<file path="src/rtl/bvie_pkg.sv">
// ----------------------------------------------------------------------------
// bvie_pkg: shared types and constants for the blob velocity estimator
// Holds the item structs, register indexes and field widths.
// ----------------------------------------------------------------------------
`default_nettype none
package bvie_pkg;
    localparam int RATE_W = 18;
    localparam int HALF_W = 16;
    localparam int KEEP_W = 17;
    localparam int CFG_W  = 18;
    localparam int IDX_W  = 2;

    localparam logic [IDX_W-1:0] REG_SAMPLE_RATE = 2'd0;
    localparam logic [IDX_W-1:0] REG_HALF_GAIN   = 2'd1;
    localparam logic [IDX_W-1:0] REG_KEEP_GAIN   = 2'd2;

    typedef struct packed {
        logic               mode;
        logic [4:0]         slot;
        logic               new_blob;
        logic [31:0]        time_stamp;
        logic signed [15:0] x_pos;
        logic signed [15:0] z_pos;
        logic signed [31:0] vx_in;
        logic signed [31:0] vz_in;
        logic signed [31:0] accel_in;
    } t_in_item;

    typedef struct packed {
        logic [4:0]         slot_out;
        logic signed [15:0] x_out;
        logic signed [15:0] z_out;
        logic signed [31:0] vx_out;
        logic signed [31:0] vz_out;
        logic [30:0]        speed;
        logic signed [31:0] accel;
        logic               stale;
    } t_out_item;
endpackage
`default_nettype wire

</file>
<file path="src/rtl/bvie_scale_div.sv">
// ----------------------------------------------------------------------------
// bvie_scale_div: bit-serial (|d| * rate) / dt, signed, saturated to 32 bits
// Shift-add multiply one bit per cycle, then restoring divide one bit per cycle.
// ----------------------------------------------------------------------------
`default_nettype none
module bvie_scale_div
    import bvie_pkg::*;
(
    input  wire logic               i_clk,
    input  wire logic               i_rst_n,
    input  wire logic               i_start,
    input  wire logic               i_neg,
    input  wire logic [33:0]        i_mag,
    input  wire logic [RATE_W-1:0]  i_rate,
    input  wire logic [31:0]        i_dt,
    output      logic               o_done,
    output      logic signed [31:0] o_q
);
    localparam logic [1:0] S_IDLE = 2'd0, S_MUL = 2'd1, S_DIV = 2'd2, S_OUT = 2'd3;
    logic [1:0]        r_st;
    logic [5:0]        r_cnt;
    logic [51:0]       r_prod;   // product, then dividend shifting out
    logic [33:0]       r_mcand;
    logic [RATE_W-1:0] r_mplr;
    logic [32:0]       r_rem;
    logic [51:0]       r_quo;
    logic              r_neg;
    logic [31:0]       r_dt;
    logic [32:0]       w_try;
    logic [33:0]       w_sub;

    always_comb begin
        w_try = {r_rem[31:0], r_prod[51]};
        w_sub = {1'b0, w_try} - {2'b0, r_dt};
    end

    always_ff @(posedge i_clk) begin
        if (!i_rst_n) begin
            r_st <= S_IDLE;
        end else begin
            case (r_st)
                S_IDLE: if (i_start) begin
                    r_st <= S_MUL; r_cnt <= 6'd0; r_prod <= '0;
                    r_mcand <= i_mag; r_mplr <= i_rate; r_neg <= i_neg; r_dt <= i_dt;
                end
                S_MUL: begin
                    // MSB-first shift-add over the rate bits
                    r_prod <= (r_prod << 1)
                        + (r_mplr[RATE_W-1] ? {18'd0, r_mcand} : 52'd0);
                    r_mplr <= r_mplr << 1;
                    if (r_cnt == 6'(RATE_W - 1)) begin
                        r_st <= S_DIV; r_cnt <= 6'd0; r_rem <= '0; r_quo <= '0;
                    end else begin
                        r_cnt <= r_cnt + 6'd1;
                    end
                end
                S_DIV: begin
                    if (!w_sub[33]) begin
                        r_rem <= w_sub[32:0]; r_quo <= {r_quo[50:0], 1'b1};
                    end else begin
                        r_rem <= w_try; r_quo <= {r_quo[50:0], 1'b0};
                    end
                    r_prod <= r_prod << 1;
                    if (r_cnt == 6'd51) r_st <= S_OUT;
                    else r_cnt <= r_cnt + 6'd1;
                end
                S_OUT: r_st <= S_IDLE;
                default: r_st <= S_IDLE;
            endcase
        end
    end

    always_comb begin
        o_done = (r_st == S_OUT);
        if (r_neg) o_q = (r_quo > 52'h80000000) ? 32'sh80000000 : -$signed(r_quo[31:0]);
        else       o_q = (r_quo > 52'h7FFFFFFF) ? 32'sh7FFFFFFF : $signed(r_quo[31:0]);
    end
endmodule
`default_nettype wire

</file>
<file path="config.mk">
export PLATFORM = sky130hd
export DESIGN_NAME = bvie_scale_div
export DESIGN_NICKNAME = d
export VERILOG_FILES = /design/src/rtl/bvie_pkg.sv /design/src/rtl/bvie_scale_div.sv
export SDC_FILE = /design/constraint.sdc
export NUM_CORES = 1
export LEC_CHECK = 0
export BUFFER_PORTS_ARGS = -buffer_cell sky130_fd_sc_hd__clkbuf_2
export CAP_MARGIN = 20
export CORE_MARGIN = 4
export CORE_UTILIZATION = 62
export CTS_BUF_LIST = sky130_fd_sc_hd__clkbuf_8
export CTS_CLUSTER_DIAMETER = 120
export DETAILED_ROUTE_END_ITERATION = 16
export PLACE_DENSITY = 0.92
export SKIP_CTS_REPAIR_TIMING = 1
export SYNTH_ARGS = -nofsm -noshare
export SYNTH_HDL_FRONTEND = slang
export SYNTH_SLANG_ARGS = --single-unit
</file>
<file path="constraint.sdc">
create_clock -name i_clk -period 10 [get_ports i_clk]
set_input_delay 0 -clock i_clk [delete_from_list [all_inputs] [get_ports i_clk]]
set_output_delay 0 -clock i_clk [all_outputs]
set_load 0.005 [all_outputs]
</file>
==> results of run 1 <==
cell families after synthesis:
family / after synthesis / share of synthesized area [%]
fa+ha+maj: 75 / 6.90
buf+inv: 123 / 3.50
compound gates: 338 / 15.4
xor+xnor: 58 / 3.68
simple gates: 470 / 17.7
flops: 229 / 49.6
mux: 41 / 3.12
cells in the mapped netlist (8+ instances only):
| master | number | share of area, % |
|---|---|---|
| nor2_1 | 100 | 2.7 |
| a211oi_1 | 11 | 0.60 |
| o21a_1 | 10 | 0.54 |
| nand4_1 | 16 | 0.72 |
| a211o_1 | 11 | 0.70 |
| nand3_1 | 36 | 1.3 |
| mux2_2 | 17 | 1.4 |
| a31oi_1 | 17 | 0.77 |
| xnor2_1 | 36 | 2.3 |
| mux2i_1 | 24 | 1.7 |
| nand2_1 | 104 | 2.8 |
| or3_1 | 8 | 0.36 |
| a22oi_1 | 15 | 0.82 |
| xor2_1 | 22 | 1.4 |
| nor3_1 | 23 | 0.83 |
| o211ai_1 | 10 | 0.54 |
| inv_1 | 60 | 1.6 |
| a21oi_1 | 101 | 3.7 |
| o22ai_1 | 8 | 0.36 |
| nor2b_1 | 26 | 1.2 |
| ha_1 | 73 | 6.6 |
| and3_1 | 15 | 0.68 |
| clkbuf_1 | 49 | 1.3 |
| edfxtp_1 | 227 | 49 |
| a21o_1 | 26 | 1.4 |
| and2_1 | 86 | 3.9 |
| o21ai_0 | 80 | 2.9 |
area by class of cell:
cell class / count / area [sq um] / area share [%]
clock buffers: 41 / 564 / 3.48
clock inverters: 24 / 124 / 0.765
inverters: 64 / 240 / 1.48
multi-input cells: 982 / 6490 / 40.1
flip-flops and latches: 229 / 6860 / 42.3
well taps: 280 / 350 / 2.16
repair buffers: 218 / 1570 / 9.72
report_power, final:
part | switching, uW | internal (uW)
Clock | 367 | 401
Sequential | 135 | 1350
Combinational | 822 | 557
per-layer routing:
layer  up-vias  global-route usage (%)  share of wire (%)
met5         -                       0                  0
met4         0                    9.18                2.7
met3        82                    3.66                6.5
li1       5336                       -                  -
met1      5310                    30.8                 41
met2       419                    40.0                 50
worst max-delay path, stage by stage, from the launching register on:
cell and delay [ps]:
edfxtp_1 410, inv_2 110, ha_1 180, or3b_1 400, or3_1 450, nor4_2 370
nand3_1 160, o21ai_1 170, and2_1 690, nand2_4 190, a211oi_1 270, a211o_1 140
clkbuf_2 110
worst max path at each step:
| stage | start | end | slack, ps |
|---|---|---|---|
| finish | r_quo[1] | o_q[27] | 5810 |
| global route | r_quo[0] | o_q[24] | 5490 |
| CTS | r_quo[1] | o_q[27] | 5840 |
| detailed placement | r_mplr[17] | r_prod[35] | 5950 |
| global placement | r_mplr[17] | r_prod[51] | 6030 |
| floorplan | r_st[1] | r_quo[0] | 4180 |
cells in the final DEF (no fill, tap or decap), drive strengths merged, types with 5 or more instances in the layout:
| cell | netlist | layout |
|---|---|---|
| nand4 | 16 | 16 |
| nor3 | 27 | 27 |
| inv | 63 | 75 |
| o211ai | 10 | 10 |
| a211o | 11 | 11 |
| a21boi | 5 | 5 |
| or4 | 9 | 9 |
| nand3b | 6 | 6 |
| a21o | 26 | 26 |
| a21oi | 101 | 101 |
| clkinv | 1 | 10 |
| o22ai | 8 | 8 |
| or2 | 6 | 6 |
| edfxtp | 227 | 227 |
| nor2 | 100 | 100 |
| and2 | 86 | 86 |
| mux2i | 24 | 24 |
| and3 | 15 | 15 |
| nand2b | 6 | 6 |
| nor4 | 9 | 9 |
| nand2 | 106 | 106 |
| a31oi | 17 | 17 |
| dlygate4sd3 | 0 | 87 |
| nand3 | 37 | 37 |
| mux2 | 17 | 17 |
| nor2b | 26 | 26 |
| a211oi | 11 | 11 |
| a22oi | 15 | 15 |
| ha | 73 | 73 |
| buf | 10 | 11 |
| o21a | 10 | 10 |
| clkbuf | 49 | 161 |
| xnor2 | 36 | 36 |
| nor3b | 5 | 5 |
| o21ai | 82 | 82 |
| xor2 | 22 | 22 |
| or3 | 10 | 10 |
stage by stage:
stage / power [uW] / cell area, sq um / hold slack [ps]
3_3_place_gp: 2750 / 14600 / 176
2_1_floorplan: 2510 / 13800 / 98.9
3_5_place_dp: 2820 / 14600 / 179
4_1_cts: 3600 / 15300 / -404
5_1_grt: 3860 / 16200 / 160
6_report: 3630 / 16200 / 162
flip-flops by register name, summed over array words and instances, names as in the netlist:
name     cells
r_prod      52
r_rem       32
r_mcand     34
r_dt        32
r_quo       52
r_st         2
r_mplr      18
r_cnt        6
r_neg        1
==> results by group, run 1 <==
Worst setup path
  – Reg2reg setup slack: 5820 ps
  – Worst setup path class: flip-flop to primary output
  – FF-to-FF path depth: 12
  – Reg2Reg Capture Point: r_prod[51]
  – CP max FO: 19
  – Req. time, crit path: 10000 ps
  – Startpoint types: flip-flop
  – Crit end category: primary output
  – Critical path arrival: 4190 ps
  – Launching point of the worst reg2reg path: r_mplr[17]

STA
  – Crit share post-route: 41.9%
  – RSZ-0062 raised after global routing: false
  – Skew final: 27.8 ps
  – Slew headroom: 29.7%
  – Setup TNS: 0 ps
  – Fin crit period: 4190 ps
  – Setup-failing EPs final: 0
  – Max-slew violations: 0
  – Setup ws final: 5810 ps
  – Maximum clock rate: 239 MHz
  – Tightest Pin Transition: 1050 ps
  – Final hold violations: 0

Die
  – Initial core utilization: 63.1%
  – Die area: 24700 sq um
  – Placeable Area: 21900 sq um
  – Die Wd: 157 um
  – Number of cell rows: 54
  – I/O pins: 121
  – Die height: 157 um

Finish
  – Area Overhead vs Synth: 17.3%
  – Nets: 1698
  – Layout Cells excl Fill: 1838
  – N_diodes: 0
  – FILL cells: 1500
  – Share of layout cells above drive strength 1: 14.5%
  – Final core occ: 74.0%

Synth
  – Area of the mapped netlist: 13800 sq um
  – Synth warn: 0
  – Post-synth cell types: 78
  – Average size of a mapped cell: 10.4 sq um
  – Top_reg_cell synth: edfxtp_1
  – Synth Net Count: 1497
  – Post-synthesis sequential area ratio: 49.6%
  – Flops & latches, synth: 229
  – Asr flop ratio synth: 0%
  – EDFF count, synth: 227
  – Mapped Cells: 1334

Routing
  – WL per Instance: 17.0 um
  – Drt drc: 0
  – Drt pass-1 iters: 6
  – Routed WL: 31.3 mm
  – DR iter-0 viols: 858
  – Vias: 11100
  – Final ANT Viol Nets: 0
  – DR vias/cell: 6.06

Placed design
  – Buffers on Ports: 120
  – Cells after DPL: 1686
  – Worst slack at placement: 5950 ps
  – DPL Wire Length: 19.9 mm
  – Final Wtd Congestion: 0.929

Run
  – Max-Cap Viols: 0

Global route
  – Total Routing Usage GR: 23.6%
  – Global-route wire length before repair: 48.7 mm
  – Total gr overflow: 0
  – Largest net degree at the start of global routing: 77
  – Number of global-route vias before repair: 10600
  – Number of antenna violations at the first check in global routing: 0

Clock network
  – CTS root buf: clkbuf_8
  – H-tree depth: 2
  – Num CTS Buffers: 40
  – CTS clk-pin slew, worst paths: 60 ps
  – Clock Latency Late Sink: 550 ps
  – CTS max path bufs: 3
  – TritonCTS Sinks: 229
  – CTS tree: built

Outcome
  – Status: finished, final reports clean

Power and ir drop
  – PwrDens: 224 nW/um^2
  – Max VDD drop: 0.159 mV
  – Leakage: 0.00645 uW

Min path
  – Worst Hold Class: input pin to flip-flop
  – Hold depth: 2
  – Hold_sp: i_mag[15]
  – WHS Endpoint: r_mcand[15]
Power figures use the tool's default switching activity.
==> run 2: changes to the inputs <==
- ABC_AREA: not set -> 1
- CORE_UTILIZATION: 62 -> 57
- PLACE_DENSITY: 0.92 -> 0.89
- clock period: 10 -> 3.8 ns (I/O delays scaled with it)
==> results by group, run 2 <==
Outcome
  – Status: finished, final reports clean

Clock network
  – CTS clk-pin slew, worst paths: 70 ps (about the same)
  – CTS max path bufs: 3 (unchanged)
  – TritonCTS Sinks: 229 (unchanged)
  – H-tree depth: 2 (unchanged)
  – CTS root buf: clkbuf_8
  – Num CTS Buffers: 41 (+2.5%)
  – CTS tree: built
  – Clock Latency Late Sink: 570 ps (+20 ps)

Die
  – Die Wd: 177 um (+12%)
  – Initial core utilization: 58.0% (-5.1 points)
  – Placeable Area: 27900 sq um (+28%)
  – Die area: 31200 sq um (+26%)
  – Number of cell rows: 61 (+13%)
  – Die height: 177 um (+12%)
  – I/O pins: 121 (unchanged)

Routing
  – Drt drc: 0 (unchanged)
  – WL per Instance: 15.6 um (-8.4%)
  – Routed WL: 44.7 mm (+43%)
  – DR iter-0 viols: 1528 (+78%)
  – Final ANT Viol Nets: 0 (unchanged)
  – Vias: 15500 (+39%)
  – DR vias/cell: 5.40 (-11%)
  – Drt pass-1 iters: 5 (-1)

Synth
  – Post-synthesis sequential area ratio: 42.3% (-7.3 points)
  – Asr flop ratio synth: 0% (unchanged)
  – Synth warn: 0 (unchanged)
  – Count leader, synth: nand2_1
  – Top_reg_cell synth: edfxtp_1
  – Flops & latches, synth: 229 (unchanged)
  – EDFF count, synth: 227 (unchanged)
  – Average size of a mapped cell: 7.22 sq um (-30%)
  – Largest area contributor in the netlist: edfxtp_1
  – Synth area leaders: edfxtp_1 42%, nand2_1 18%, inv_1 8.7%, ha_1 5.6%, nor2_1 4.7%
  – Post-synth top cells: 761 x nand2_1, 377 x inv_1, 227 x edfxtp_1, 201 x nor2_1, 125 x a21oi_1
  – Area of the mapped netlist: 16200 sq um (+17%)
  – Post-synth cell types: 41 (-47%)
  – Mapped Cells: 2243 (+68%)
  – Synth Net Count: 2406 (+61%)
  – Area share of the largest cell type after synthesis: 42.1% (-7.3 points)

Finish
  – N_diodes: 0 (unchanged)
  – Layout Cells excl Fill: 2866 (+56%)
  – Most frequent cells in the layout: 761 x nand2_1, 394 x inv_1, 227 x edfxtp_1
  – Share of layout cells above drive strength 1: 9.85% (-4.7 points)
  – Biggest regs: r_prod x52, r_quo x52, r_mcand x34
  – Most common cell after layout, fill and taps aside: nand2_1
  – Reg area: 6860 sq um (unchanged)
  – Footprint of the multi-input gates: 7730 sq um (+19%)
  – Nets: 2621 (+54%)
  – Area Overhead vs Synth: 16.2%
  – FILL cells: 2368 (+58%)

Run
  – Max-Cap Viols: 0 (unchanged)

Global route
  – Global-route wire length before repair: 68.5 mm (+41%)
  – Largest net degree at the start of global routing: 85 (+10%)
  – Total gr overflow: 0 (unchanged)
  – Number of antenna violations at the first check in global routing: 0 (unchanged)
  – Total Routing Usage GR: 26.7% (+3.0 points)
  – Number of global-route vias before repair: 14700 (+38%)

Placed design
  – DPL Wire Length: 31.1 mm (+56%)
  – Final Wtd Congestion: 0.988 (+6.4%)
  – Cells after DPL: 2707 (+61%)
  – Buffers on Ports: 120 (unchanged)

Power and ir drop
  – Leakage: 0.00915 uW (+42%)
  – Max VDD drop: 0.429 mV (+170%)
  – PwrDens: 606 nW/um^2 (+170%)

STA
  – Setup-failing EPs final: 0 (unchanged)
  – Slew headroom: 39.3% (+9.6 points)
  – Fin crit period: 3160 ps
  – RSZ-0062 raised after global routing: false
  – Tightest Pin Transition: 908 ps (-144 ps)
  – Maximum clock rate: 317 MHz
  – Skew final: 25.1 ps (-2.69 ps)
  – Final hold violations: 0 (unchanged)
  – Max-slew violations: 0 (unchanged)
  – Setup TNS: 0 ps (unchanged)
  – Crit share post-route: 83.1%

Worst setup path
  – Worst setup path class: flip-flop to primary output
  – Critical path arrival: 3160 ps (-1030 ps)
  – CP max FO: 23 (+4)
  – Startpoint types: flip-flop
  – Req. time, crit path: 3800 ps (-6200 ps)
  – Reg2reg setup slack: 880 ps (-4940 ps)
  – Crit end category: primary output

Min path
  – Worst Hold Class: input pin to flip-flop
run 2: kinds of logic after synthesis:
logic type	share of synthesized area, %
adder cells (fa/ha/maj)	5.88
XOR/XNOR	2.38
AO/OA/AOI/OAI	8.49
flip-flops	42.3
buffers and inverters	10.2
AND/OR/NAND/NOR	30.7
run 2: layer usage:
metal  vias to the layer above  part of all wire (%)  global-route usage (%)
li1                       7615                     -                       -
met5                         -                     0                       0
met4                         0                   4.6                    12.5
met1                      7094                    40                    34.0
met2                       629                    48                    44.9
met3                       138                   6.9                    4.07
run 2: layout make-up:
type / count / area share [%]
inverters: 383 / 7.63
repair buffers: 219 / 8.34
multi-input cells: 1584 / 41.1
flip-flops and latches: 229 / 36.4
well taps: 378 / 2.51
clock buffers: 42 / 3.07
clock inverters: 31 / 0.977
run 2: path summary, 6_finish.rpt:
check | start | end | cells after the start
max | r_quo[1] | o_q[10] | 11
min | i_start | r_st[1] | 5
max reg2reg | r_rem[28] | r_rem[0] | 11
min reg2reg | r_mplr[9] | r_mplr[10] | 2
run 2: where the power goes:
part	switching (uW)	internal, uW
clock	1080	1160
combinational	3480	1620
sequential	436	3640
total	4990	6420
run 2: stage by stage:
step / total power (uW) / util, % / cell area [sq um] / setup slack (ps) / hold WS (ps)
2_1_floorplan: 7680 / - / 16200 / 40.4 / 98.9
3_3_place_gp: 8810 / 61.6 / 17200 / 981 / 177
3_5_place_dp: 8970 / 61.6 / 17200 / 917 / 179
4_1_cts: 11200 / 64.3 / 18000 / 651 / -421
5_1_grt: 12200 / 67.4 / 18800 / 432 / 133
6_report: 11400 / 67.4 / 18800 / 641 / 104
run 2: worst max-delay path, stage by stage, from the launching register on:
cell and delay (ps):
edfxtp_1 410, inv_1 110, ha_1 310, nand2_1 150, nor3_2 290, nand2_1 160, nor2_1 130, o21ai_1 150
inv_2 130, nand2_2 270, o21ai_1 330, clkbuf_2 160
