--- src/rtl/bvie_pkg.sv ---
// ----------------------------------------------------------------------------
// bvie_pkg: shared types and constants for the blob velocity estimator
// Holds the item structs, register indexes and field widths.
// ----------------------------------------------------------------------------
`default_nettype none
package bvie_pkg;
    localparam int RATE_W = 18;
    localparam int HALF_W = 16;
    localparam int KEEP_W = 17;
    localparam int CFG_W  = 18;
    localparam int IDX_W  = 2;

    localparam logic [IDX_W-1:0] REG_SAMPLE_RATE = 2'd0;
    localparam logic [IDX_W-1:0] REG_HALF_GAIN   = 2'd1;
    localparam logic [IDX_W-1:0] REG_KEEP_GAIN   = 2'd2;

    typedef struct packed {
        logic               mode;
        logic [4:0]         slot;
        logic               new_blob;
        logic [31:0]        time_stamp;
        logic signed [15:0] x_pos;
        logic signed [15:0] z_pos;
        logic signed [31:0] vx_in;
        logic signed [31:0] vz_in;
        logic signed [31:0] accel_in;
    } t_in_item;

    typedef struct packed {
        logic [4:0]         slot_out;
        logic signed [15:0] x_out;
        logic signed [15:0] z_out;
        logic signed [31:0] vx_out;
        logic signed [31:0] vz_out;
        logic [30:0]        speed;
        logic signed [31:0] accel;
        logic               stale;
    } t_out_item;
endpackage
`default_nettype wire

--- src/rtl/bvie_mac.sv ---
// ----------------------------------------------------------------------------
// bvie_mac: bit-serial IIR update half*(a+b) + keep*f, rounded, saturated
// Two shift-add products formed one multiplier bit per cycle.
// ----------------------------------------------------------------------------
`default_nettype none
module bvie_mac
    import bvie_pkg::*;
(
    input  wire logic               i_clk,
    input  wire logic               i_rst_n,
    input  wire logic               i_start,
    input  wire logic signed [32:0] i_sum,
    input  wire logic signed [31:0] i_filt,
    input  wire logic [HALF_W-1:0]  i_half,
    input  wire logic [KEEP_W-1:0]  i_keep,
    output      logic               o_done,
    output      logic signed [31:0] o_y
);
    logic              r_busy, r_done;
    logic [4:0]        r_cnt;
    logic signed [55:0] r_acc;
    logic signed [32:0] r_a;
    logic signed [31:0] r_f;
    logic [HALF_W-1:0] r_h;
    logic [KEEP_W-1:0] r_k;
    logic signed [55:0] w_t;
    logic signed [39:0] w_r;

    always_ff @(posedge i_clk) begin
        if (!i_rst_n) begin
            r_busy <= 1'b0; r_done <= 1'b0;
        end else begin
            r_done <= 1'b0;
            if (i_start) begin
                r_busy <= 1'b1; r_cnt <= 5'd0; r_acc <= '0;
                r_a <= i_sum; r_f <= i_filt;
                r_h <= i_half; r_k <= i_keep;
            end else if (r_busy) begin
                // keep has one more bit than half; half is aligned below it
                r_acc <= (r_acc <<< 1)
                    + (r_k[KEEP_W-1] ? 56'(r_f) : 56'sd0)
                    + ((r_cnt != 5'd0 && r_h[HALF_W-1]) ? 56'(r_a) : 56'sd0);
                r_k <= r_k << 1;
                if (r_cnt != 5'd0) r_h <= r_h << 1;
                if (r_cnt == 5'(KEEP_W - 1)) begin
                    r_busy <= 1'b0; r_done <= 1'b1;
                end else begin
                    r_cnt <= r_cnt + 5'd1;
                end
            end
        end
    end

    always_comb begin
        w_t = r_acc + 56'sd32768;
        w_r = 40'(w_t >>> 16);   // arithmetic shift = floor, matches round rule
        o_done = r_done;
        if (w_r > 40'sh007FFFFFFF)       o_y = 32'sh7FFFFFFF;
        else if (w_r < -40'sh0080000000) o_y = 32'sh80000000;
        else                             o_y = w_r[31:0];
    end
endmodule
`default_nettype wire

--- config.mk ---
export PLATFORM = sky130hd
export DESIGN_NAME = bvie_mac
export DESIGN_NICKNAME = d
export VERILOG_FILES = /design/src/rtl/bvie_pkg.sv /design/src/rtl/bvie_mac.sv
export SDC_FILE = /design/constraint.sdc
export NUM_CORES = 1
export LEC_CHECK = 0
export ABC_CLOCK_PERIOD_IN_PS = 5180
export BUFFER_PORTS_ARGS = -buffer_cell sky130_fd_sc_hd__buf_2
export CAP_MARGIN = 20
export CORE_UTILIZATION = 30
export DETAILED_ROUTE_END_ITERATION = 6
export GPL_ROUTABILITY_DRIVEN = 1
export GPL_TIMING_DRIVEN = 1
export PLACE_DENSITY_LB_ADDON = 0.2
export SYNTH_ARGS = -nofsm -noshare
export SYNTH_HDL_FRONTEND = slang
export SYNTH_SLANG_ARGS = --single-unit
--- constraint.sdc ---
create_clock -name i_clk -period 5.18 [get_ports i_clk]
set_input_delay 1.036 -clock i_clk [delete_from_list [all_inputs] [get_ports i_clk]]
set_output_delay 1.036 -clock i_clk [all_outputs]
set_load 0.1 [all_outputs]
==> metrics.md, run 1 <==
| Metric | Value |
|---|---|
| Run status | `finished clean` |
| CP Data Arrival Time | `approximately 5 ns` |
| RD Place Congestion | `slightly below 0.9` |
| Die X | `approximately 200 um` |
| DR vias/cell | `4.88` |
| PD cells | `around 430 mW/mm^2` |
| Slowest cell on crit path | `edfxtp_1` |
| Die Y-Extent | `around 200 um` |
| Synth top area cells | `edfxtp_1, fa_1, ha_1` |
| Syn Std Cell Area | `~0.012 sq mm` |
| Inserted Clock Buffers | `17` |
| Measured slew at the worst slew-check pin | `a little over 0.9 ns` |
| Clock Latency Late Sink | `0.45 ns` |
| Fill count | `between 3000 and 4000` |
| #FFs+latches synth | `about 160` |
| Largest net degree at the start of global routing | `67` |
| Internal | `3.30 mW` |
| PortBufs | `roughly 130` |
| Clock Root Buffer | `clkbuf_16` |
| Initial detailed-routing violation count | `about 390` |
| Via count | `between 8000 and 9000` |
| Mean cell area of the mapped netlist | `about 11 sq um` |
| Clk network pwr share | `a little over a fifth` |
| Max cap viols | `0` |
| GRT overflow | `0` |
| Cell mode on critical path | `ha_1` |
| Final hold vios | `0` |
| Post-synth top flop | `edfxtp_1` |
| Worst setup SP type | `flip-flop` |
| Data required, critical path | `~5.4 ns` |
| Leak | `approximately 5.3 nW` |
| Post-synth top area share | `between 40% and 50%` |
| Post-DP HPWL | `~22000 um` |
| Top delay family on crit path | `compound AO/OA/AOI/OAI gates` |
| Pre-CTS setup slack | `around 0.15 ns` |
| Setup violations, final | `0` |
| Core box area | `approximately 0.038 sq mm` |
| Synth top cells by count | `edfxtp_1, nor2_1, and2_1` |
| Post-synth cell types | `between 80 and 90` |
| Vias in the first global route | `around 8600` |
| WL/cell | `roughly 17 um` |
| Cells after Synth | `roughly 1100` |
| Initial antenna violation count | `0` |
| Final Skew | `0.0158 ns` |
| FP Rows | `71` |
| Setup WS post-layout | `between 0.3 and 0.4 ns` |
| Drt first pass iters | `4` |
| Total power | `5.84 mW` |
| Drt drc | `0` |
| Area Growth Syn to Fin | `15.5%` |
| CTS Buffer Depth | `2` |
| Worst-path clk slew | `roughly 0.080 ns` |
| Yosys Warn Count | `0` |
| Area leader, netlist | `edfxtp_1` |
| Sw frac | `43.5%` |
| Reg power frac | `31.1%` |
| Post-synth EDFFs | `roughly 160` |
| IO Count | `134` |
| Asr flop ratio synth | `0%` |
| Effective utilization at floorplan | `a little under a third` |
| Maximum vdd drop | `352 uV` |
| Worst min path class | `flip-flop to flip-flop` |
| Max Clock Freq | `~210 MHz` |
| Count leader, synth | `edfxtp_1` |
| Num Clock Sinks | `around 160` |
| CP Max Fanout | `26` |
| Critical path buffers and inverters | `2` |
| Max-slew violations | `0` |
| Cts hold-fix bufs | `0` |
| First-pass GRT wire length | `around 47000 um` |
| Worst setup EP type | `flip-flop` |
| Die Area | `between 0.03 and 0.04 sq mm` |
| Remaining antenna violation count | `0` |
| Switching pwr | `around 2.5 mW` |
| Post-CTS sizing | `0` |
| # Post-CTS Setup Buffers | `0` |
| H-Tree Depth | `4` |
| CTS tree | `built` |
| Nets@finish | `~1400` |
| Max-slew headroom | `39.7%` |
| Setup TNS Final | `0 ns` |
| Crit path time final | `4.81 ns` |
| Diodes inserted | `0` |
| GRT Total Usage | `around 15%` |
| WS Path Type | `flip-flop to flip-flop` |
| Net Count, Synth | `1266` |
| WL final | `about 29000 um` |
| Gate power share | `a little under half` |
| Fin crit share | `92.9%` |
| Worst-path cell chain | `inv_1 -> ha_1 -> nor4b_2 -> nor2b_2 -> buf_4 -> and2_1 -> fa_1 -> ha_1 -> a21o_1 -> a31oi_2 -> a211oi_2 -> o31ai_4 -> a21oi_4 -> a41oi_4 -> o21ai_4 -> a41oi_1 -> mux2_1` |
| RSZ-0062 raised after global routing | `no` |
| Largest stage delay, worst path | `approximately 0.43 ns` |
| Sequential-to-total area share from yosys stat | `just over 40%` |
| Share of layout cells above drive strength 1 | `about a quarter` |
metrics by stage:
| step | hold WS (ns) | instance area [sq um] | util, % | std cells |
|---|---|---|---|---|
| floorplan | 0.471 | 11700 | - | 1052 |
| global placement | 0.528 | 12900 | 34.0 | 1666 |
| detailed placement | 0.533 | 12900 | 34.0 | 1666 |
| CTS | 0.543 | 13500 | 35.5 | 1698 |
| global route | 0.562 | 13500 | 35.5 | 1698 |
| finish | 0.540 | 13500 | 35.5 | 1698 |
placed cells by master, fill, tap and decap left out, drive strengths merged, types with 20 or more instances in the layout:
master	n
nand3	35
edfxtp	159
nor2	93
o21ai	62
nand2	61
a21oi	65
xnor2	44
xor2	36
ha	58
inv	33
a21o	32
and2	68
fa	55
mux2	38
buf	146
nor3	20
worst register-to-register path: stages, from the launching register on:
cell and delay, ns:
edfxtp_1 0.43, inv_1 0.08, ha_1 0.14, nor4b_2 0.33, nor2b_2 0.14, buf_4 0.24
and2_1 0.19, fa_1 0.43, ha_1 0.39, a21o_1 0.24, a31oi_2 0.24, a211oi_2 0.16
o31ai_4 0.35, a21oi_4 0.13, a41oi_4 0.32, o21ai_4 0.15, a41oi_1 0.26, mux2_1 0.34
worst paths after layout:
kind                                             start                      end  slack (ns)  cells past startpoint
worst min-delay path                  r_h[7]$_DFFE_PP_         r_h[8]$_DFFE_PP_        0.54                      1
worst max-delay path            r_cnt[0]$_SDFFCE_PP0P_  r_acc[46]$_SDFFCE_PP0P_        0.37                     17
worst max register to register  r_cnt[0]$_SDFFCE_PP0P_  r_acc[46]$_SDFFCE_PP0P_        0.37                     17
worst min register to register        r_h[7]$_DFFE_PP_         r_h[8]$_DFFE_PP_        0.54                      1
power groups by stage:
| stage | clock, mW | combinational (mW) | sequential (mW) |
|---|---|---|---|
| after detailed placement | 0 | 2.76 | 1.85 |
| final | 1.26 | 2.76 | 1.82 |
| after CTS | 1.30 | 2.77 | 1.82 |
| after floorplan | 0 | 2.19 | 1.78 |
| after global placement | 0 | 2.76 | 1.84 |
| after global routing | 1.35 | 3.05 | 1.85 |
layout make-up:
| class | instances | area, sq um | area share (%) |
|---|---|---|---|
| timing repair buffer | 146 | 778 | 5.76 |
| sequential | 161 | 4810 | 35.7 |
| clock buffer | 18 | 429 | 3.18 |
| inverter | 26 | 97.6 | 0.723 |
| multi-input combinational | 822 | 6600 | 48.9 |
| tap | 511 | 639 | 4.73 |
| clock inverter | 14 | 146 | 1.08 |
flip-flops by register name (all words and copies together) (netlist names):
| register | cells |
|---|---|
| r_k | 17 |
| r_a | 33 |
| o_done | 1 |
| r_busy | 1 |
| r_acc | 56 |
| r_h | 16 |
| r_f | 32 |
| r_cnt | 5 |
routing by layer:
metal  vias up  GRT usage [%]  share of wire (%)
li1       4083              -                  -
met1      4012           22.5                 52
met2       174           22.9                 43
met3        17           3.05                4.3
met4         0           4.30                1.1
met5         -              0                  0
cell families (layout without fill, tap and decap cells):
kind of cell               Yosys count  count (layout)  share of synthesized area (%)
and+or+nand+nor                    358             358                           16.3
AOI/OAI and AO/OA                  232             232                           14.5
DFF                                161             161                           41.2
adders and majority gates          113             113                           15.6
xor gates and xnor gates            80              80                           6.06
buffers and inverters               69             204                           2.57
muxes                               39              39                           3.75
(Power assumes the default switching activity.)
==> inputs of run 2 (changes only) <==
Settings changed: CORE_MARGIN from default to 2, REMOVE_ABC_BUFFERS from default to 1.
==> metrics.md, run 2 (synthesized netlist as in run 1, its figures left out) <==
| Metric | Value |
|---|---|
| Max cap viols | `0 (unchanged)` |
| Slowest cell on crit path | `a2111oi_4` |
| Setup TNS Final | `0 ns (unchanged)` |
| Initial detailed-routing violation count | `461 (+19%)` |
| Largest Register | `r_acc` |
| Initial antenna violation count | `3 (+3)` |
| Vias in the first global route | `8588 (-0.081%)` |
| FP Rows | `72 (+1.4%)` |
| Die X | `201 um (+1.0%)` |
| First-pass GRT wire length | `47800 um (+2.1%)` |
| Setup violations, final | `0 (unchanged)` |
| Clk network pwr share | `23.3% (+1.7 points)` |
| CTS Buffer Depth | `2 (unchanged)` |
| Reg power frac | `30.2% (-0.9 points)` |
| Die Area | `0.0406 sq mm (+2.0%)` |
| Data required, critical path | `5.39 ns (about the same)` |
| Remaining antenna violation count | `0 (unchanged)` |
| Clock Root Buffer | `clkbuf_16` |
| Largest stage delay, worst path | `0.52 ns (+0.09 ns)` |
| GRT Total Usage | `15.1% (-0.28 points)` |
| WS Path Type | `flip-flop to flip-flop` |
| Sw frac | `43.0% (-0.49 points)` |
| Gate power share | `46.5% (-0.8 points)` |
| Fill count | `3947 (+1.5%)` |
| Regs by FF count | `r_acc x56, r_a x33, r_f x32` |
| Clock Latency Late Sink | `0.46 ns (about the same)` |
| Run status | `finished clean` |
| Worst-path cell chain | `inv_1 -> ha_1 -> nor4b_4 -> nor2b_4 -> and2_1 -> fa_1 -> inv_1 -> fa_1 -> and2b_1 -> o2111ai_2 -> a2111oi_4 -> o31ai_2 -> nor4_4 -> nor2_2 -> o21ai_1 -> a21boi_1 -> mux2_1` |
| Max reg flops | `56 (unchanged)` |
| Inserted Clock Buffers | `17 (unchanged)` |
| CP Max Fanout | `10 (-62%)` |
| Leading cell type in the layout, fill and taps excluded | `edfxtp_1` |
| Fin crit share | `93.8% (+0.85 points)` |
| Switching pwr | `2.59 mW (+2.0%)` |
| Max-slew headroom | `48.7% (+9.0 points)` |
| Worst setup EP type | `flip-flop` |
| Maximum vdd drop | `255 uV (-28%)` |
| Final hold vios | `0 (unchanged)` |
| Nets@finish | `1398 (+0.72%)` |
| Measured slew at the worst slew-check pin | `0.761 ns (-0.143 ns)` |
| Die Y-Extent | `201 um (+1.0%)` |
| Num Clock Sinks | `161 (unchanged)` |
| Worst min path class | `flip-flop to flip-flop` |
| Drt drc | `0 (unchanged)` |
| Hold slack | `0.536 ns (-0.00400 ns)` |
| Share of layout cells above drive strength 1 | `24.2% (+0.64 points)` |
| Post-route cell area | `0.0137 sq mm (+1.2%)` |
| Leak | `5.40 nW (+1.7%)` |
| Post-DP HPWL | `22600 um (+1.1%)` |
| Post-DP Area | `0.0130 sq mm (+0.52%)` |
| GRT overflow | `0 (unchanged)` |
| Final core occ | `35.4% (-0.075 points)` |
| Area Growth Syn to Fin | `16.9%` |
| Drt first pass iters | `5 (+1)` |
| Via count | `8262 (-0.29%)` |
| Max-slew violations | `0 (unchanged)` |
| H-Tree Depth | `4 (unchanged)` |
| PD cells | `441 mW/mm^2 (+1.9%)` |
| WL/cell | `17.2 um (+1.6%)` |
| WL final | `29600 um (+2.7%)` |
| RSZ-0062 raised after global routing | `no` |
| Worst setup SP type | `flip-flop` |
| Most frequent cells in the layout | `edfxtp_1, buf_2, nor2_1` |
| IO Count | `134 (unchanged)` |
| Final Skew | `0.0134 ns (-0.00241 ns)` |
| Effective utilization at floorplan | `30.3% (-0.43 points)` |
| Internal | `3.43 mW (+4.0%)` |
| DR vias/cell | `4.81 (-1.3%)` |
| Core box area | `0.0386 sq mm (+1.4%)` |
| PortBufs | `133 (unchanged)` |
| Crit path time final | `4.86 ns (+0.0440 ns)` |
| Worst-path clk slew | `0.08 ns (about the same)` |
| RD Place Congestion | `0.820 (-5.9%)` |
| CP Data Arrival Time | `5.06 ns (+0.05 ns)` |
| CTS tree | `built` |
| Max Clock Freq | `206 MHz (-0.91%)` |
| Largest net degree at the start of global routing | `65 (-3.0%)` |
[run 2: cell types whose count changed in the layout (fill, tap and decap cells not counted), sizes merged]
cell,before,now
buf,146,156
bufinv,1,3
clkinvlp,4,2
clkbuf,18,17
clkinv,2,3
diode,0,1
[run 2: worst max-delay path, delay by kind of cell, from the launching register on]
| kind | cells | cell delay (ns) |
|---|---|---|
| and+or+nand+nor | 6 | 1.34 |
| muxes | 1 | 0.32 |
| DFF | 1 | 0.43 |
| AOI/OAI and AO/OA | 5 | 1.25 |
| buffers and inverters | 2 | 0.15 |
| adders and majority gates | 3 | 1.12 |
[run 2: worst paths after layout]
kind	start	end	slack [ns]	depth (start not counted)
setup / recovery	r_cnt[0]$_SDFFCE_PP0P_	r_acc[37]$_SDFFCE_PP0P_	0.32	17
hold / removal	r_busy$_SDFF_PN0_	o_done$_SDFF_PP0_	0.54	2
setup reg to reg	r_cnt[0]$_SDFFCE_PP0P_	r_acc[37]$_SDFFCE_PP0P_	0.32	17
hold reg to reg	r_busy$_SDFF_PN0_	o_done$_SDFF_PP0_	0.54	2
[run 2: cell type report]
| type | instances | area (sq um) | area share (%) |
|---|---|---|---|
| Tap cell | 518 | 648 | 4.74 |
| Clock buffer | 17 | 425 | 3.11 |
| Antenna cell | 1 | 2.50 | 0.0183 |
| Inverter | 26 | 97.6 | 0.714 |
| Multi-Input combinational cell | 822 | 6620 | 48.4 |
| Clock inverter | 15 | 218 | 1.59 |
| Timing Repair Buffer | 156 | 841 | 6.15 |
| Sequential cell | 161 | 4810 | 35.2 |
[run 2: power groups by stage]
stage          clock network (mW)  logic (mW)  registers, mW
2_1_floorplan                   0        2.15           1.79
3_3_place_gp                    0        2.80           1.85
3_5_place_dp                    0        2.79           1.85
4_1_cts                      1.46        2.81           1.82
5_1_grt                      1.50        3.09           1.85
6_report                     1.40        2.80           1.82
[run 2: layer usage]
layer  up-vias  routed length [um]  share of wire, %  global-route usage, %
met4         6                 549               1.9                   4.67
met3        39                1790               6.1                   4.55
met2       193               12200                41                   21.4
met5         -                  33              0.11                      0
met1      3915               15000                51                   21.9
li1       4109                   -                 -                      -
[run 2: through the flow]
stage / worst slack, ns / total power, mW / cells
final: 0.322 / 6.02 / 1716
after global routing: 0.0375 / 6.44 / 1715
after CTS: 0.130 / 6.08 / 1715
after floorplan: -0.382 / 3.94 / 1009
after detailed placement: 0.199 / 4.64 / 1683
after global placement: 0.328 / 4.64 / 1683
[run 2: timing repair]
item	CTS	global route
endpoints found under the setup margin	0	17
resized for setup	0	4
hold buffers	0	0
setup buffers	0	0
==> inputs of run 3 (changes only) <==
Settings changed: ABC_CLOCK_PERIOD_IN_PS 5180 to default, PLACE_DENSITY from default to 0.52, PLACE_DENSITY_LB_ADDON 0.2 to default, TNS_END_PERCENT from default to 10.
==> metrics.md, run 3 (synthesized netlist as in run 1, its figures left out) <==
| Metric | Value |
|---|---|
| Run status | `finished clean` |
| Worst-path clk slew | `0.07 ns (about the same)` |
| Data required, critical path | `4.14 ns (-1.25 ns)` |
| GRT Total Usage | `15.0% (-0.096 points)` |
| CP Data Arrival Time | `3.80 ns (-1.26 ns)` |
| Nets@finish | `1390 (-0.57%)` |
| Max-slew violations | `0 (unchanged)` |
| Measured slew at the worst slew-check pin | `0.897 ns (+0.136 ns)` |
| Largest Register | `r_acc` |
| Via count | `8274 (+0.15%)` |
| Leading cell type in the layout, fill and taps excluded | `edfxtp_1` |
| Largest stage delay, worst path | `0.58 ns (+0.06 ns)` |
| FP Rows | `72 (unchanged)` |
| Die Area | `0.0406 sq mm (unchanged)` |
| Worst setup SP type | `flip-flop` |
| Crit path time final | `4.84 ns (-0.0212 ns)` |
| Initial antenna violation count | `0 (-3)` |
| Core box area | `0.0386 sq mm (unchanged)` |
| Post-DP HPWL | `22100 um (-2.1%)` |
| H-Tree Depth | `4 (unchanged)` |
| CTS Buffer Depth | `2 (unchanged)` |
| Remaining antenna violation count | `0 (unchanged)` |
| WL final | `29000 um (-1.9%)` |
| First-pass GRT wire length | `48000 um (+0.30%)` |
| Clock Latency Late Sink | `0.46 ns (about the same)` |
| Hold slack | `0.537 ns (+0.00160 ns)` |
| Initial detailed-routing violation count | `441 (-4.3%)` |
| Inserted Clock Buffers | `17 (unchanged)` |
| Vias in the first global route | `8774 (+2.2%)` |
| PD cells | `431 mW/mm^2 (-2.1%)` |
| IO Count | `134 (unchanged)` |
| Num Clock Sinks | `161 (unchanged)` |
| RD Place Congestion | `0.830 (+1.3%)` |
| Leak | `5.32 nW (-1.4%)` |
| WS Path Type | `flip-flop to output pin` |
| Setup TNS Final | `0 ns (unchanged)` |
| Slowest cell on crit path | `o41a_4` |
| WL/cell | `17.0 um (-1.3%)` |
| Most frequent cells in the layout | `edfxtp_1, buf_2, nor2_1` |
| Area Growth Syn to Fin | `15.7%` |
| Reg-to-Reg Start | `r_cnt[0]$_SDFFCE_PP0P_` |
| Final Skew | `0.0153 ns (+0.00188 ns)` |
| Fill count | `3995 (+1.2%)` |
| CP Max Fanout | `31 (+21)` |
| GRT overflow | `0 (unchanged)` |
| DR vias/cell | `4.85 (+0.67%)` |
| Share of layout cells above drive strength 1 | `23.6% (-0.59 points)` |
| Reg area | `0.00481 sq mm (unchanged)` |
| Max reg flops | `56 (unchanged)` |
| Crit path launch | `r_acc[29]$_SDFFCE_PP0P_` |
| Max cap viols | `0 (unchanged)` |
| Multi-input gate area | `0.00661 sq mm (-0.21%)` |
| Max-slew headroom | `40.2% (-8.5 points)` |
| RSZ-0062 raised after global routing | `no` |
| PortBufs | `133 (unchanged)` |
| Top delay family on crit path | `simple AND/OR/NAND/NOR gates` |
| Die Y-Extent | `201 um (unchanged)` |
| Effective utilization at floorplan | `30.3% (unchanged)` |
| Die X | `201 um (unchanged)` |
| Critical path buffers and inverters | `1 (-1)` |
| Fin crit share | `93.4% (-0.41 points)` |
| Final hold vios | `0 (unchanged)` |
| Largest net degree at the start of global routing | `59 (-9.2%)` |
| Worst min path class | `flip-flop to flip-flop` |
| Placed Cells | `1675 (-0.48%)` |
| Diodes inserted | `0 (-1)` |
| Worst setup EP type | `output pin` |
| Hold path startpoint | `r_busy$_SDFF_PN0_` |
| Drt drc | `0 (unchanged)` |
| Final std cells w/o fill | `1707 (-0.52%)` |
| Worst-path cell chain | `and3_4 -> and4_4 -> nand3_4 -> nor3_1 -> nand2_1 -> xnor2_1 -> o41a_4 -> o21ai_0 -> buf_2` |
| CTS tree | `built` |
| Maximum vdd drop | `254 uV (-0.21%)` |
| Regs by FF count | `r_acc x56, r_a x33, r_f x32` |
| Setup violations, final | `0 (unchanged)` |
| Max Clock Freq | `207 MHz (+0.44%)` |
| Clock Root Buffer | `clkbuf_16` |
| Drt first pass iters | `5 (unchanged)` |
-- run 3: path summary, 6_finish.rpt --
check                                  to  slack [ns]  cells past startpoint
setup / recovery                   o_y[1]        0.34                      9
hold / removal          o_done$_SDFF_PP0_        0.54                      2
setup reg to reg  r_acc[46]$_SDFFCE_PP0P_        0.40                     17
hold reg to reg         o_done$_SDFF_PP0_        0.54                      2
-- run 3: report_power, final --
| group | switching (mW) | total [mW] | internal (mW) |
|---|---|---|---|
| Combinational | 1.79 | 2.76 | 0.967 |
| Clock | 0.629 | 1.27 | 0.637 |
| Sequential | 0.160 | 1.81 | 1.65 |
| Total | 2.58 | 5.83 | 3.26 |
-- run 3: tightest hold or removal path, delay by kind of cell, from the launching register on --
kind / cells / cell delay [ns]
and+or+nand+nor: 2 / 0.18
DFF: 1 / 0.32
-- run 3: final cells by class --
cell class | instances | area share, %
Multi-Input combinational cell | 822 | 48.8
Sequential cell | 161 | 35.6
Timing Repair Buffer | 148 | 5.86
Tap cell | 518 | 4.79
Clock buffer | 17 | 3.15
Clock inverter | 15 | 1.05
Inverter | 26 | 0.722
-- run 3: repair_timing --
| item | in CTS | in global routing |
|---|---|---|
| gates resized for setup | 0 | 2 |
| hold endpoints to repair | 0 | 0 |
| endpoints found under the setup margin | 0 | 13 |
| buffers inserted | 0 | 0 |
| hold buffers | 0 | 0 |
-- run 3: routing by layer --
metal	up-vias	wire (um)	track usage, %
met4	0	488	4.65
met5	-	0	0
met1	4002	14700	21.3
li1	4093	-	-
met2	150	12600	22.9
met3	29	1250	3.19
-- run 3: per-stage QoR --
step	power [mW]	util, %	worst slack (ns)	area (sq um)
2_1_floorplan	3.94	-	-0.382	11500
6_report	5.83	35.1	0.344	13500
3_3_place_gp	4.58	33.6	0.398	12900
4_1_cts	5.88	35.0	0.224	13500
3_5_place_dp	4.59	33.6	0.262	12900
5_1_grt	6.23	35.1	0.0784	13500
